<file path="config.mk">
export PLATFORM = sky130hd
export DESIGN_NAME = dadf_front
export DESIGN_NICKNAME = d
export VERILOG_FILES = /design/src/dadf_pkg.sv /design/src/dadf_front.sv
export SDC_FILE = /design/constraint.sdc
export NUM_CORES = 1
export LEC_CHECK = 0
export ABC_AREA = 1
export BUFFER_PORTS_ARGS = -buffer_cell sky130_fd_sc_hd__buf_2
export CORE_UTILIZATION = 40
export DETAILED_ROUTE_END_ITERATION = 8
export HOLD_SLACK_MARGIN = 0.02
export PLACE_DENSITY = 0.79
export SYNTH_ARGS = -nofsm -noshare
export SYNTH_HDL_FRONTEND = slang
export SYNTH_SLANG_ARGS = --single-unit
</file>
<file path="constraint.sdc">
create_clock -name clk -period 4.4 [get_ports clk]
set_clock_uncertainty 0.05 [all_clocks]
set_input_delay 0.22 -clock clk [delete_from_list [all_inputs] [get_ports clk]]
set_output_delay 0.22 -clock clk [all_outputs]
set_load 0.05 [all_outputs]
</file>
<file path="src/dadf_pkg.sv">
// Shared types, constants and arithmetic helpers for the anchor decode and filter block.
package dadf_pkg;

	localparam int NUM_CLASSES     = 80;
	localparam int NUM_MASK_COEFFS = 32;
	localparam int ROW_HEAD        = 5;
	localparam int ROW_LEN         = ROW_HEAD + NUM_CLASSES + NUM_MASK_COEFFS;
	localparam int POS_W           = $clog2(ROW_LEN);

	localparam int VAL_W     = 24;
	localparam int THR_W     = 23;
	localparam int GAIN_W    = 24;
	localparam int DIM_W     = 13;
	localparam int PIX_W     = 12;
	localparam int CLS_W     = 8;
	localparam int CFG_IDX_W = 3;

	localparam int PROD_W       = 2 * VAL_W;
	localparam int Q_SHIFT      = 12;
	localparam int NUM_W        = VAL_W + 3;
	localparam int CPROD_W      = NUM_W + GAIN_W + 1;
	localparam int CORNER_SHIFT = 29;
	localparam int CV_W         = CPROD_W - CORNER_SHIFT;

	localparam int QDEPTH = 4;
	localparam int QPTR_W = $clog2(QDEPTH);

	localparam logic signed [VAL_W-1:0] Q12_MINUS_ONE = -VAL_W'(4096);
	localparam logic [DIM_W-1:0] DIM_MAX = DIM_W'(1 << PIX_W);

	localparam logic KIND_HEADER = 1'b0;
	localparam logic KIND_COEFF  = 1'b1;

	// corner slots of a box
	localparam int EDGE_LEFT   = 0;
	localparam int EDGE_TOP    = 1;
	localparam int EDGE_RIGHT  = 2;
	localparam int EDGE_BOTTOM = 3;

	typedef enum logic [CFG_IDX_W-1:0] {
		CFG_CONF_THR,
		CFG_MIN_SIZE,
		CFG_MAX_SIZE,
		CFG_PAD_X,
		CFG_PAD_Y,
		CFG_GAIN,
		CFG_IMG_W,
		CFG_IMG_H
	} cfg_index_t;

	typedef enum logic [2:0] {
		SLOT_CX,
		SLOT_CY,
		SLOT_W,
		SLOT_H,
		SLOT_OBJ,
		SLOT_CLASS,
		SLOT_MASK
	} slot_t;

	typedef struct packed {
		logic [THR_W-1:0]  conf_thr;
		logic [THR_W-1:0]  min_size;
		logic [THR_W-1:0]  max_size;
		logic [THR_W-1:0]  pad_x;
		logic [THR_W-1:0]  pad_y;
		logic [GAIN_W-1:0] gain;
		logic [DIM_W-1:0]  img_w;
		logic [DIM_W-1:0]  img_h;
	} cfg_t;

	typedef struct packed {
		slot_t                    slot;
		logic                     last;
		logic [CLS_W-1:0]         cls;
		logic signed [VAL_W-1:0]  value;
	} entry_t;

	typedef logic [3:0][PIX_W-1:0] corner_set_t;

	typedef struct packed {
		logic                     kind;
		logic [PIX_W-1:0]         left;
		logic [PIX_W-1:0]         top;
		logic [PIX_W-1:0]         right;
		logic [PIX_W-1:0]         bottom;
		logic [CLS_W-1:0]         cls;
		logic signed [VAL_W-1:0]  best;
		logic signed [VAL_W-1:0]  coef;
		logic                     final_coef;
	} result_t;

	// Q24 product to Q12: round half up, then saturate to the value width
	function automatic logic signed [VAL_W-1:0] round_sat_q12(
		input logic signed [PROD_W-1:0] p
	);
		logic [PROD_W:0]          r;
		logic [PROD_W-Q_SHIFT:0]  s;
		logic signed [VAL_W-1:0]  res;
		r = {p[PROD_W-1], p} + (PROD_W+1)'(1 << (Q_SHIFT - 1));
		s = r[PROD_W:Q_SHIFT];
		if ((&s[PROD_W-Q_SHIFT:VAL_W-1]) || !(|s[PROD_W-Q_SHIFT:VAL_W-1])) begin
			res = s[VAL_W-1:0];
		end else if (s[PROD_W-Q_SHIFT]) begin
			res = {1'b1, {(VAL_W-1){1'b0}}};
		end else begin
			res = {1'b0, {(VAL_W-1){1'b1}}};
		end
		return res;
	endfunction

	// truncate the Q29 corner to pixels and clip into the image
	function automatic logic [PIX_W-1:0] clip_corner(
		input logic signed [CPROD_W-1:0] p,
		input logic [DIM_W-1:0]          dim
	);
		logic [PIX_W-1:0] lim;
		logic [CV_W-1:0]  v;
		logic [PIX_W-1:0] res;
		if (dim == '0) begin
			lim = '0;
		end else if (dim > DIM_MAX) begin
			lim = '1;
		end else begin
			lim = PIX_W'(dim - DIM_W'(1));
		end
		v = p[CPROD_W-1:CORNER_SHIFT];
		if (p[CPROD_W-1] || (p == '0)) begin
			res = '0;
		end else if (v > CV_W'(lim)) begin
			res = lim;
		end else begin
			res = v[PIX_W-1:0];
		end
		return res;
	endfunction

endpackage

</file>
<file path="src/dadf_front.sv">
// Front end: takes row values, tracks the row position and tags each value with its slot.
module dadf_front
	import dadf_pkg::*;
(
	input  logic                    clk,
	input  logic                    arst_n,
	input  logic                    in_valid,
	output logic                    in_ready,
	input  logic signed [VAL_W-1:0] row_value,
	output logic                    push_valid,
	input  logic                    push_ready,
	output entry_t                  push_data
);

	logic [POS_W-1:0] pos_q;
	entry_t           tag;

	assign in_ready   = push_ready;
	assign push_valid = in_valid;
	assign push_data  = tag;

	always_comb begin
		tag.value = row_value;
		tag.last  = 1'b0;
		tag.cls   = '0;
		if (pos_q == POS_W'(0)) begin
			tag.slot = SLOT_CX;
		end else if (pos_q == POS_W'(1)) begin
			tag.slot = SLOT_CY;
		end else if (pos_q == POS_W'(2)) begin
			tag.slot = SLOT_W;
		end else if (pos_q == POS_W'(3)) begin
			tag.slot = SLOT_H;
		end else if (pos_q == POS_W'(4)) begin
			tag.slot = SLOT_OBJ;
		end else if (pos_q < POS_W'(ROW_HEAD + NUM_CLASSES)) begin
			tag.slot = SLOT_CLASS;
			tag.cls  = CLS_W'(pos_q) - CLS_W'(ROW_HEAD);
			tag.last = (pos_q == POS_W'(ROW_HEAD + NUM_CLASSES - 1));
		end else begin
			tag.slot = SLOT_MASK;
			tag.last = (pos_q == POS_W'(ROW_LEN - 1));
		end
	end

	// advance the row position on every transfer, wrap at row end
	always_ff @(posedge clk or negedge arst_n) begin
		if (!arst_n) begin
			pos_q <= '0;
		end else if (in_valid && in_ready) begin
			if (pos_q == POS_W'(ROW_LEN - 1)) begin
				pos_q <= '0;
			end else begin
				pos_q <= pos_q + POS_W'(1);
			end
		end
	end

endmodule

</file>
# Word-level counts from Yosys, hierarchy flattened
# Cells that the tools add are included.
# W data, S select, Z words.
dict set report totals {
  regBits 7
  inputBits 28
}
dict set report op_classes {
  add_sub_neg 2
  eq_ne 6
  reduce_logical 2
  n_mux 13
  magnitude_cmp 1
}
# operator count
set op_table {}
lappend op_table {{$mux W9} 5}
lappend op_table {{$mux W3} 5}
lappend op_table {{$eq A7 B2 Y1 const B} 2}
lappend op_table {{$eq A7 B7 Y1 const B} 2}
lappend op_table {{$mux W8} 1}
lappend op_table {{$sub A7 B3 Y8 const B} 1}
lappend op_table {{$add A7 B1 Y7 const B} 1}
lappend op_table {{$eq A7 B1 Y1 const B} 1}
lappend op_table {{$eq A7 B3 Y1 const B} 1}
lappend op_table {{$logic_not A7 Y1} 1}
lappend op_table {{$lt A7 B7 Y1 const B} 1}
lappend op_table {{$mux W7} 1}
lappend op_table {{$mux W2} 1}
lappend op_table {{$logic_and A1 B1 Y1} 1}

# Logic depth before layout (Yosys ltp)
dict set report depth {
  ltp_word 7
  depth_mapped 9
}

# Worst setup path before layout
# Ideal clock, no wire load.
dict set report synth_path {
  path_kind {register to output}
  from {register pos_q[0]}
  to {output push_data[24] (netlist bit)}
  path_slack_ps 2265
  required_time_ps 4130
  path_buffers 0
  arrival_time_ps 1865
  stages_incl_launch_ff 10
  cell_sequence {dfrtp_1 > inv_1 > ha_1 > inv_1 > nor2_1 > nand2_1 > nand2_2 > nor2_4 > nand2_4 > nor2_2}
}
# element line_no
set synth_lines {}
lappend synth_lines {{from (decl)} dadf_front.sv:15} ;# logic [POS_W-1:0] pos_q;
lappend synth_lines {{from (signal assigned)} dadf_front.sv:54} ;# pos_q <= pos_q + POS_W'(1);
lappend synth_lines {{to (decl)} dadf_front.sv:12} ;# output entry_t push_data

==> reports/results.tsv <==
metric	value	unit
Setup crit end kind	primary output	
slew of the pin with the lowest slew margin	328	ps
Core Region	2040	sq um
storage element area	175	sq um
# fillers	231	
Gate power share	0.747	
Largest delay share family, worst path	simple AND/OR/NAND/NOR gates	
fin. max-slew vios	0	
Post-CTS Setup Bufs	0	
Flop pwr share	0.174	
post-layout util	0.421	
Max Cap Viol	0	
Final Cycle Share	0.504	
IO Pins	66	
All-Layer GR Usage	0.139	
Crit path buffers/inverters	3	
Routed WL per cell	10.1	microns
vias per inst	4.56	
Peak VDD IR	534	uV
critical path arrival	1950	ps
Reg2Reg Launch Point	pos_q[0]	
post-cts hold buffer count	1	
Setup Crit Path Kind	reg -> out	
Yosys top cell area share	0.216	
clk sinks	7	
Die Ht	49.6	microns
die width	49.6	microns
Worst R2R Path Depth	7	
Yosys top cell by area	buf_4	
hpwl dp	1360	microns
first-pass GRT wire length	2660	microns
drt first pass iters	4	
DR vias	707	
Synth Register Bits	7	
cell-internal power	250	uW
Initial DRC Count	10	
multi-input combinational cell area	477	sq um
RSZ-0062 raised after global routing	no	
crit-path cells	inv_1 > ha_1 > nand2_1 > nor2_1 > nand2_1 > inv_1 > nor2_2 > nand2_4 > nor2_2 > buf_2	
syn_nets	166	
drt drc	0	
Resize count post-CTS	0	
# diodes	0	
Clock power frac	0.079	
Most flops, register	pos_q	
nets@finish	162	
CTS Buffer Depth	2	
HP Class	in -> async	
Final min period	2220	ps
CP max-delay cell	dfrtp_1	
CP startpoint	pos_q[0]	
Worst Setup Start Kind	flip-flop	
Worst-Skew Late Latency	240	ps
WP data required	4130	ps
CTS root buf	clkbuf_4	
Leak	0.476	nW
flop2flop setup slack	2780	ps
Clock transition at path regs	50	ps
CP peak stage delay	420	ps
share of layout cells above drive strength 1	0.320	
largest net degree at the start of global routing	9	
CTS tree	yes	
die area	2460	sq um
post-synthesis cell count	133	
ANT nets after route	0	
Num CTS Buffers	3	
status	finished clean	
vias in the first global route	645	
Avg Cell Area, Syn	6.80	sq um
antenna violations before repair	0	
starting density of the core	0.443	
Site Rows	16	
synth unique cells	20	
Sw Ratio	0.637	
CP max FO	8	
CP endpoint	push_data[24]	
Warnings, synthesis	0	
H-tree depth	1	
Placer Congestion	0.905	
total wire length	1560	microns
Port Buffers	17	
sequential area share after synthesis	0.194	
critical path depth	10	
Worst R2R End	pos_q[5]	
Final Hold Fails	0	
Max Freq	0.451	GHz
P per Cell Area	800	nW/um^2
Largest register FFs	7	
Syn Std Cell Area	905	sq um
Slew Limit Headroom	0.782	
Setup Viol. Count Final	0	
Area Overhead vs Synth	-4.98	%
grt ovf	0	
Top Registers	pos_q x7	
largest cells by area after synthesis	buf_4 (22%), dfrtp_1 (19%), nand2_1 (10%)	
Sum Neg Setup Slack	0	ps
Psw	438	uW
## area by class of cell
type,instances,area share
Sequential cell,7,0.204
Timing Repair Buffer,18,0.111
Clock buffer,4,0.0306
Inverter,14,0.0611
Multi-Input combinational cell,85,0.555
Tap cell,27,0.0393
## worst min path at each step
stage                          end  cells past startpoint
after floorplan           pos_q[0]                      0
after global placement    pos_q[4]                      1
after detailed placement  pos_q[3]                      1
after CTS                 pos_q[3]                      2
after global routing      pos_q[3]                      2
final                     pos_q[3]                      2
## synthesized netlist by cell type, drive strengths merged
cell type   n
inv        14
a21oi       4
nor3        1
nand2      30
and3        1
buf        27
nor2       22
or2         1
ha          5
nand3       8
xor2        4
o21ai       6
nand4       3
dfrtp       7
## metal layers
metal | track usage | up-vias | wire, microns
met3 | 0.0309 | 8 | 90
met4 | 0.0857 | 0 | 25
met2 | 0.227 | 24 | 745
met5 | 0 | - | 0
met1 | 0.162 | 296 | 702
li1 | - | 379 | -
## cells in the final DEF, fill, tap and decap left out, drive strengths merged
master / Yosys / routed
o21ai: 6 / 6
inv: 14 / 14
and3: 1 / 1
or2: 1 / 1
ha: 5 / 5
nand4: 3 / 3
dfrtp: 7 / 7
nor3: 1 / 1
a21oi: 4 / 4
nand3: 8 / 8
buf: 27 / 17
dlygate4sd3: 0 / 1
nor2: 22 / 22
clkbuf: 0 / 4
xor2: 4 / 4
nand2: 30 / 30
## logic make-up (layout without fill, tap and decap cells)
group                      count (synthesis)  count (layout)  share of synthesized area
and+or+nand+nor                           66              66                      0.364
buffers and inverters                     41              36                      0.279
AOI/OAI and AO/OA                         10              10                     0.0553
DFF                                        7               7                      0.194
adders and majority gates                  5               5                     0.0692
xor gates and xnor gates                   4               4                     0.0387
## power groups by stage
stage	registers (mW)	logic (mW)	clock network, mW
CTS	0.118	0.518	0.0576
floorplan	0.101	0.499	0
detailed placement	0.119	0.516	0
finish	0.120	0.513	0.0545
global placement	0.118	0.509	0
global route	0.123	0.553	0.0621
## stage by stage
step	cells	setup WS, ps	area (sq um)	hold slack [ps]	power, mW
after floorplan	133	2260	905	-126	0.600
after global placement	150	2500	823	6.98	0.627
after detailed placement	150	2440	823	11.0	0.635
after CTS	155	2170	860	281	0.693
after global routing	155	2010	860	300	0.739
final	155	2180	860	289	0.687
No activity file was read; power rests on OpenSTA's default activity.
