## src/dadf_pkg.sv

```systemverilog
// Shared types, constants and arithmetic helpers for the anchor decode and filter block.
package dadf_pkg;

	localparam int NUM_CLASSES     = 80;
	localparam int NUM_MASK_COEFFS = 32;
	localparam int ROW_HEAD        = 5;
	localparam int ROW_LEN         = ROW_HEAD + NUM_CLASSES + NUM_MASK_COEFFS;
	localparam int POS_W           = $clog2(ROW_LEN);

	localparam int VAL_W     = 24;
	localparam int THR_W     = 23;
	localparam int GAIN_W    = 24;
	localparam int DIM_W     = 13;
	localparam int PIX_W     = 12;
	localparam int CLS_W     = 8;
	localparam int CFG_IDX_W = 3;

	localparam int PROD_W       = 2 * VAL_W;
	localparam int Q_SHIFT      = 12;
	localparam int NUM_W        = VAL_W + 3;
	localparam int CPROD_W      = NUM_W + GAIN_W + 1;
	localparam int CORNER_SHIFT = 29;
	localparam int CV_W         = CPROD_W - CORNER_SHIFT;

	localparam int QDEPTH = 4;
	localparam int QPTR_W = $clog2(QDEPTH);

	localparam logic signed [VAL_W-1:0] Q12_MINUS_ONE = -VAL_W'(4096);
	localparam logic [DIM_W-1:0] DIM_MAX = DIM_W'(1 << PIX_W);

	localparam logic KIND_HEADER = 1'b0;
	localparam logic KIND_COEFF  = 1'b1;

	// corner slots of a box
	localparam int EDGE_LEFT   = 0;
	localparam int EDGE_TOP    = 1;
	localparam int EDGE_RIGHT  = 2;
	localparam int EDGE_BOTTOM = 3;

	typedef enum logic [CFG_IDX_W-1:0] {
		CFG_CONF_THR,
		CFG_MIN_SIZE,
		CFG_MAX_SIZE,
		CFG_PAD_X,
		CFG_PAD_Y,
		CFG_GAIN,
		CFG_IMG_W,
		CFG_IMG_H
	} cfg_index_t;

	typedef enum logic [2:0] {
		SLOT_CX,
		SLOT_CY,
		SLOT_W,
		SLOT_H,
		SLOT_OBJ,
		SLOT_CLASS,
		SLOT_MASK
	} slot_t;

	typedef struct packed {
		logic [THR_W-1:0]  conf_thr;
		logic [THR_W-1:0]  min_size;
		logic [THR_W-1:0]  max_size;
		logic [THR_W-1:0]  pad_x;
		logic [THR_W-1:0]  pad_y;
		logic [GAIN_W-1:0] gain;
		logic [DIM_W-1:0]  img_w;
		logic [DIM_W-1:0]  img_h;
	} cfg_t;

	typedef struct packed {
		slot_t                    slot;
		logic                     last;
		logic [CLS_W-1:0]         cls;
		logic signed [VAL_W-1:0]  value;
	} entry_t;

	typedef logic [3:0][PIX_W-1:0] corner_set_t;

	typedef struct packed {
		logic                     kind;
		logic [PIX_W-1:0]         left;
		logic [PIX_W-1:0]         top;
		logic [PIX_W-1:0]         right;
		logic [PIX_W-1:0]         bottom;
		logic [CLS_W-1:0]         cls;
		logic signed [VAL_W-1:0]  best;
		logic signed [VAL_W-1:0]  coef;
		logic                     final_coef;
	} result_t;

	// Q24 product to Q12: round half up, then saturate to the value width
	function automatic logic signed [VAL_W-1:0] round_sat_q12(
		input logic signed [PROD_W-1:0] p
	);
		logic [PROD_W:0]          r;
		logic [PROD_W-Q_SHIFT:0]  s;
		logic signed [VAL_W-1:0]  res;
		r = {p[PROD_W-1], p} + (PROD_W+1)'(1 << (Q_SHIFT - 1));
		s = r[PROD_W:Q_SHIFT];
		if ((&s[PROD_W-Q_SHIFT:VAL_W-1]) || !(|s[PROD_W-Q_SHIFT:VAL_W-1])) begin
			res = s[VAL_W-1:0];
		end else if (s[PROD_W-Q_SHIFT]) begin
			res = {1'b1, {(VAL_W-1){1'b0}}};
		end else begin
			res = {1'b0, {(VAL_W-1){1'b1}}};
		end
		return res;
	endfunction

	// truncate the Q29 corner to pixels and clip into the image
	function automatic logic [PIX_W-1:0] clip_corner(
		input logic signed [CPROD_W-1:0] p,
		input logic [DIM_W-1:0]          dim
	);
		logic [PIX_W-1:0] lim;
		logic [CV_W-1:0]  v;
		logic [PIX_W-1:0] res;
		if (dim == '0) begin
			lim = '0;
		end else if (dim > DIM_MAX) begin
			lim = '1;
		end else begin
			lim = PIX_W'(dim - DIM_W'(1));
		end
		v = p[CPROD_W-1:CORNER_SHIFT];
		if (p[CPROD_W-1] || (p == '0)) begin
			res = '0;
		end else if (v > CV_W'(lim)) begin
			res = lim;
		end else begin
			res = v[PIX_W-1:0];
		end
		return res;
	endfunction

endpackage

```

## src/dadf_queue.sv

```systemverilog
// Short queue of classified row values between the front and the back.
module dadf_queue
	import dadf_pkg::*;
(
	input  logic   clk,
	input  logic   arst_n,
	input  logic   push_valid,
	output logic   push_ready,
	input  entry_t push_data,
	output logic   pop_valid,
	input  logic   pop_ready,
	output entry_t pop_data
);

	entry_t            mem_q [QDEPTH];
	logic [QPTR_W-1:0] wr_q;
	logic [QPTR_W-1:0] rd_q;
	logic [QPTR_W:0]   count_q;
	logic              push;
	logic              pop;

	assign push_ready = (count_q != (QPTR_W+1)'(QDEPTH));
	assign pop_valid  = (count_q != '0);
	assign pop_data   = mem_q[rd_q];
	assign push       = push_valid && push_ready;
	assign pop        = pop_valid && pop_ready;

	always_ff @(posedge clk or negedge arst_n) begin
		if (!arst_n) begin
			wr_q    <= '0;
			rd_q    <= '0;
			count_q <= '0;
		end else begin
			if (push) begin
				wr_q <= wr_q + QPTR_W'(1);
			end
			if (pop) begin
				rd_q <= rd_q + QPTR_W'(1);
			end
			if (push && !pop) begin
				count_q <= count_q + (QPTR_W+1)'(1);
			end else if (pop && !push) begin
				count_q <= count_q - (QPTR_W+1)'(1);
			end
		end
	end

	always_ff @(posedge clk) begin
		if (push) begin
			mem_q[wr_q] <= push_data;
		end
	end

endmodule

```

## config.mk

```make
export PLATFORM = sky130hd
export DESIGN_NAME = dadf_queue
export DESIGN_NICKNAME = d
export VERILOG_FILES = /design/src/dadf_pkg.sv /design/src/dadf_queue.sv
export SDC_FILE = /design/constraint.sdc
export NUM_CORES = 1
export LEC_CHECK = 0
export BUFFER_PORTS_ARGS = -buffer_cell sky130_fd_sc_hd__buf_2
export CAP_MARGIN = 20
export CELL_PAD_IN_SITES_DETAIL_PLACEMENT = 2
export CELL_PAD_IN_SITES_GLOBAL_PLACEMENT = 2
export CORE_ASPECT_RATIO = 0.7
export CORE_MARGIN = 4
export CORE_UTILIZATION = 27
export DETAILED_ROUTE_END_ITERATION = 10
export PLACE_DENSITY_LB_ADDON = 0.1
export SETUP_SLACK_MARGIN = 0.1
export SLEW_MARGIN = 25
export SYNTH_ARGS = -nofsm -noshare
export SYNTH_HDL_FRONTEND = slang
export SYNTH_SLANG_ARGS = --single-unit
```

## constraint.sdc

```tcl
create_clock -name clk -period 2.3 [get_ports clk]
set_input_delay 0.46 -clock clk [delete_from_list [all_inputs] [get_ports clk]]
set_output_delay 0.46 -clock clk [all_outputs]
set_load 0.01 [all_outputs]
```

# Word-level counts from Yosys, hierarchy flattened
# Memories as Yosys holds them, arrays and structs flattened.
# Index checks and enable logic that the tools add are counted.
# W data, S select, Z words.
[classes]
mux = 4
addsub = 4
n_eq_ne = 1
n_reduce_logical = 8
[op_table]
columns = ["operator", "n"]
rows = [
  ["$mux W3", 2],
  ["$add A2 B1 Y2 const B", 2],
  ["$logic_and A1 B1 Y1", 4],
  ["$add A3 B1 Y3 const B", 1],
  ["$ne A3 B3 Y1 const B", 1],
  ["$reduce_bool A3 Y1", 1],
  ["$sub A3 B1 Y3 const B", 1],
  ["$logic_not A1 Y1", 2],
  ["$mux W1", 2],
  ["$reduce_bool A2 Y1", 1],
]
[word_totals]
wordCells = 21
out_inout_bits = 38
regBits = 7
input_bits = 40
ram_bits = 144
memories = 1
[memory_table]
columns = ["memory", "words", "word_bits", "read_ports", "rd_ports_with_merged_regs", "wr", "line_no", "rtl"]
rows = [
  ["mem_q", 4, 36, 1, 0, 1, "dadf_queue.sv:15", "entry_t mem_q [QDEPTH];"],
]

# Depth between registers and ports, before layout
[depth]
ltp_word = 6
ltp_mapped = 8
mapped_depth_nobuf = 8

# Worst setup path after synthesis
# OpenSTA, ideal clock, no wires.
[synth_path]
path_type = "register -> register"
from = "register count_q[0]"
to = "memory mem_q[0][0] in the netlist's numbering, enable pin"
required_time_ns = 1.903
path_slack_ns = 0.250
path_buffers = 0
path_stages_with_launch = 4
period_less_slack_ns = 2.050
setup_time_ns = 0.397
arrival_time_ns = 1.653
cell_sequence = "dfrtp_1 -> nor2_1 -> a21boi_2 -> and2_1"
[synth_between]
elab_chain_cells = 4
[synth_rtl]
columns = ["item", "line_no", "rtl"]
rows = [
  ["start: declaration", "dadf_queue.sv:18", "logic [QPTR_W:0] count_q;"],
  ["start signal: assignment", "dadf_queue.sv:41", "count_q <= count_q + (QPTR_W+1)'(1);"],
  ["start signal: assignment", "dadf_queue.sv:43", "count_q <= count_q - (QPTR_W+1)'(1);"],
  ["$ne A3 B3 Y1", "dadf_queue.sv:22", "assign push_ready = (count_q != (QPTR_W+1)'(QDEPTH));"],
  ["$logic_and A1 B1 Y1", "dadf_queue.sv:25", "assign push = push_valid && push_ready;"],
  ["via push", "dadf_queue.sv:19", "logic push;"],
  ["$mux W1", "dadf_queue.sv:49", "if (push) begin"],
  ["$mux W1 (not written as such)", "dadf_queue.sv:50", "mem_q[wr_q] <= push_data;"],
  ["end: declaration", "dadf_queue.sv:15", ""],
]
# The timed path passes the listed nets, and every way through them passes these cells.

==> impl_results.md <==
* Status: finished clean
* Synth cell types at 19
* Total GRT Usage at 11.0%
* I/O pins at 78
* Area leader, netlist: edfxtp_1
* YS warnings at 0
* Setup violations, final at 0
* Worst Tran Pin Value at 318 ps
* First-pass GRT wire length at 18.6 mm
* Final nets at 380
* Slowest stage cell on the critical path: mux4_2
* HPWL after DPL at 7.57 mm
* Drt first pass iters at 4
* PwrDens at 1410 nW/um2
* Post-synthesis sequential area ratio at 80.1%
* Crit path to: pop_data[23]
* Rows at 43
* Starting Density at 27.9%
* Input/output buffers at 77
* Ys async rst share at 4.64%
* Slew Viols, Final at 0
* Remaining antenna violation count at 0
* CP Max Fanout at 6
* R2R cell count at 8
* Cell area after layout at 7450 um2
* Synth-to-layout area growth at 32.6%
* Place WS at 164 ps
* Post-layout min period at 2270 ps
* Most used DFF post-synth: edfxtp_1
* Core box area at 20100 um2
* Worst Path Required at 1840 ps
* GP Congestion at 0.653
* Fmax at 440 MHz
* #FFs+latches synth at 151
* Overall power at 0.0105 W
* Share of post-route cells with drive strength above 1 at 51.3%
* DRC violations left at 0
* Synthesized Nets at 269
* Vias in the first global route at 3004
* DP Area at 6420 um2
* Worst R2R Setup Slack at 170 ps
* RSZ-0062 raised after global routing: true
* Relative slew margins at 78.8%
* P_leak at 2.59 nW
* Tcrit/Tclk final at 98.8%
* Max clock buf depth at 2
* Worst Hold Class: input port to flip-flop
* Via count at 2599
* WL per Instance at 20.4 um
* CTS clk-pin slew, worst paths at 70 ps
* Critical path's largest stage delay at 550 ps
* Bufs and invs on worst path at 3
* Chip Width at 180 um
* Clk_skew at 8.66 ps
* Post-synth EDFFs at 144
* Via density at 4.21
* Largest delay contributor family on the critical path: multiplexers
* CP arrival at 1810 ps
* CP Launch Type: flip-flop
* Type of the worst setup path: flip-flop to output pin
* DIE AREA at 23200 um2
* CP Depth at 4
* WHS at 259 ps
* Final Hold Fails at 0
* Count leader, synth: edfxtp_1
* Crit-path cells: buf_4, buf_12, mux4_2, buf_6
* Overflow after GRT at 0
* Initial antenna violation count at 1
* FF-to-FF End: count_q[2]$_DFFE_PN0P_
* Setup TNS at 0 ps
* Largest net degree at the start of global routing at 22
* Maxcap violations at 0
* Routed wire length at 12.6 mm
* Top post-synthesis cells by count: edfxtp_1 (144), mux4_2 (36), dfrtp_1 (7)
* R2r startpoint: count_q[0]$_DFFE_PN0P_
* Post-synthesis cell count at 223
* DIE HEIGHT at 129 um
* Worst-skew pair later-pin latency at 420 ps
* Sink Count at 151
* H-Tree Level Count at 4
* VDD IR max at 530 uV
* Antenna Cells at 0
* Final worst slack at 28.1 ps
* Drt initial violations at 113
* Worst setup startpoint: rd_q[0]$_DFFE_PN0P_
* Number of CTS-inserted buffers at 17
* Clock root cell: clkbuf_16
* Nature of the critical path endpoint: output pin
* Top post-synthesis cells by area: edfxtp_1 (77%), mux4_2 (14%), dfrtp_1 (3.1%)
* Synth Cell Area at 5620 um2
* Syn Area/Cell at 25.2 um2
* Top cell type's share of synthesized area at 76.9%
* CTS tree: done
worst reg2reg max path: cells and delay by family (launching register included):
kind                     cells  cell delay (ps)
AND/OR/NAND/NOR              3              620
flip-flops                   1              430
XOR/XNOR                     2              330
buffers and inverters        1               70
adder cells (fa/ha/maj)      2              600
worst min path at each step:
| stage | startpoint | end | slack, ps | cells past startpoint |
|---|---|---|---|---|
| 2_1_floorplan | arst_n | count_q[0]$_DFFE_PN0P_ | 160 | 0 |
| 3_3_place_gp | arst_n | count_q[0]$_DFFE_PN0P_ | 320 | 1 |
| 4_1_cts | push_data[13] | mem_q[0][13]$_DFFE_PP_ | 240 | 1 |
| 3_5_place_dp | arst_n | count_q[0]$_DFFE_PN0P_ | 310 | 1 |
| 6_report | push_data[27] | mem_q[0][27]$_DFFE_PP_ | 260 | 1 |
| 5_1_grt | push_data[17] | mem_q[0][17]$_DFFE_PP_ | 240 | 1 |
per-layer routing:
metal  vias up  global-route usage [%]  wire length [um]
li1       1158                       -                 -
met1      1363                    13.2              5410
met2        64                    17.9              6120
met3        12                    5.17               879
met4         2                    3.47               129
met5         -                       0                13
where the power goes:
part | internal (W) | leakage (nW) | switching, W
clock | 0.00182 | 0.302 | 0.00113
sequential | 0.00365 | 1.40 | 0.000221
combinational | 0.00204 | 0.889 | 0.00162
what timing repair did:
item | in CTS | in global routing
pin swaps | 0 | 0
hold endpoints to repair | 7 | 0
setup endpoints to repair | 36 | 37
gates resized for setup | 43 | 5
hold buffers | 1 | 0
buffers inserted | 3 | 2
cloned | 1 | 3
final cells by class:
cell class                      instances  area (um2)
Clock buffer                           17         425
Clock inverter                         15         201
Fill cell                            1937       12700
Inverter                                3        11.3
Multi-Input combinational cell         61        1050
Sequential cell                       151        4500
Tap cell                              270         338
Timing Repair Buffer                  100         928
state kept, by name, summed over array words and instances, names as in the netlist:
name     count
mem_q      144
count_q      3
rd_q         2
wr_q         2
through the flow:
stage,utilization (%),std cells
after global placement,31.9,575
after global routing,37.0,617
final,37.0,617
after detailed placement,31.9,575
after CTS,36.5,612
after floorplan,-,223
placed cells by master (no fill, tap or decap), drive strengths merged:
cell type / count
nor2: 2
inv: 6
clkbuf: 19
a21boi: 1
bufinv: 4
nand3: 1
and2: 4
dlygate4sd3: 1
mux4: 36
clkinv: 6
xor2: 2
nand2: 2
edfxtp: 144
fa: 1
buf: 97
ha: 5
or3: 1
mux2: 2
clkinvlp: 2
dfrtp: 7
xnor2: 4
cell families (layout without fill, tap and decap cells):
kind of cell | after synthesis | count (layout) | synth area share, %
AOI/OAI and AO/OA | 1 | 1 | 0.200
xor gates and xnor gates | 6 | 6 | 0.935
adders and majority gates | 6 | 6 | 1.47
buffers and inverters | 11 | 135 | 1.60
DFF | 151 | 151 | 80.1
muxes | 38 | 38 | 14.8
and+or+nand+nor | 10 | 10 | 0.913
No activity file was read; power rests on OpenSTA's default activity.
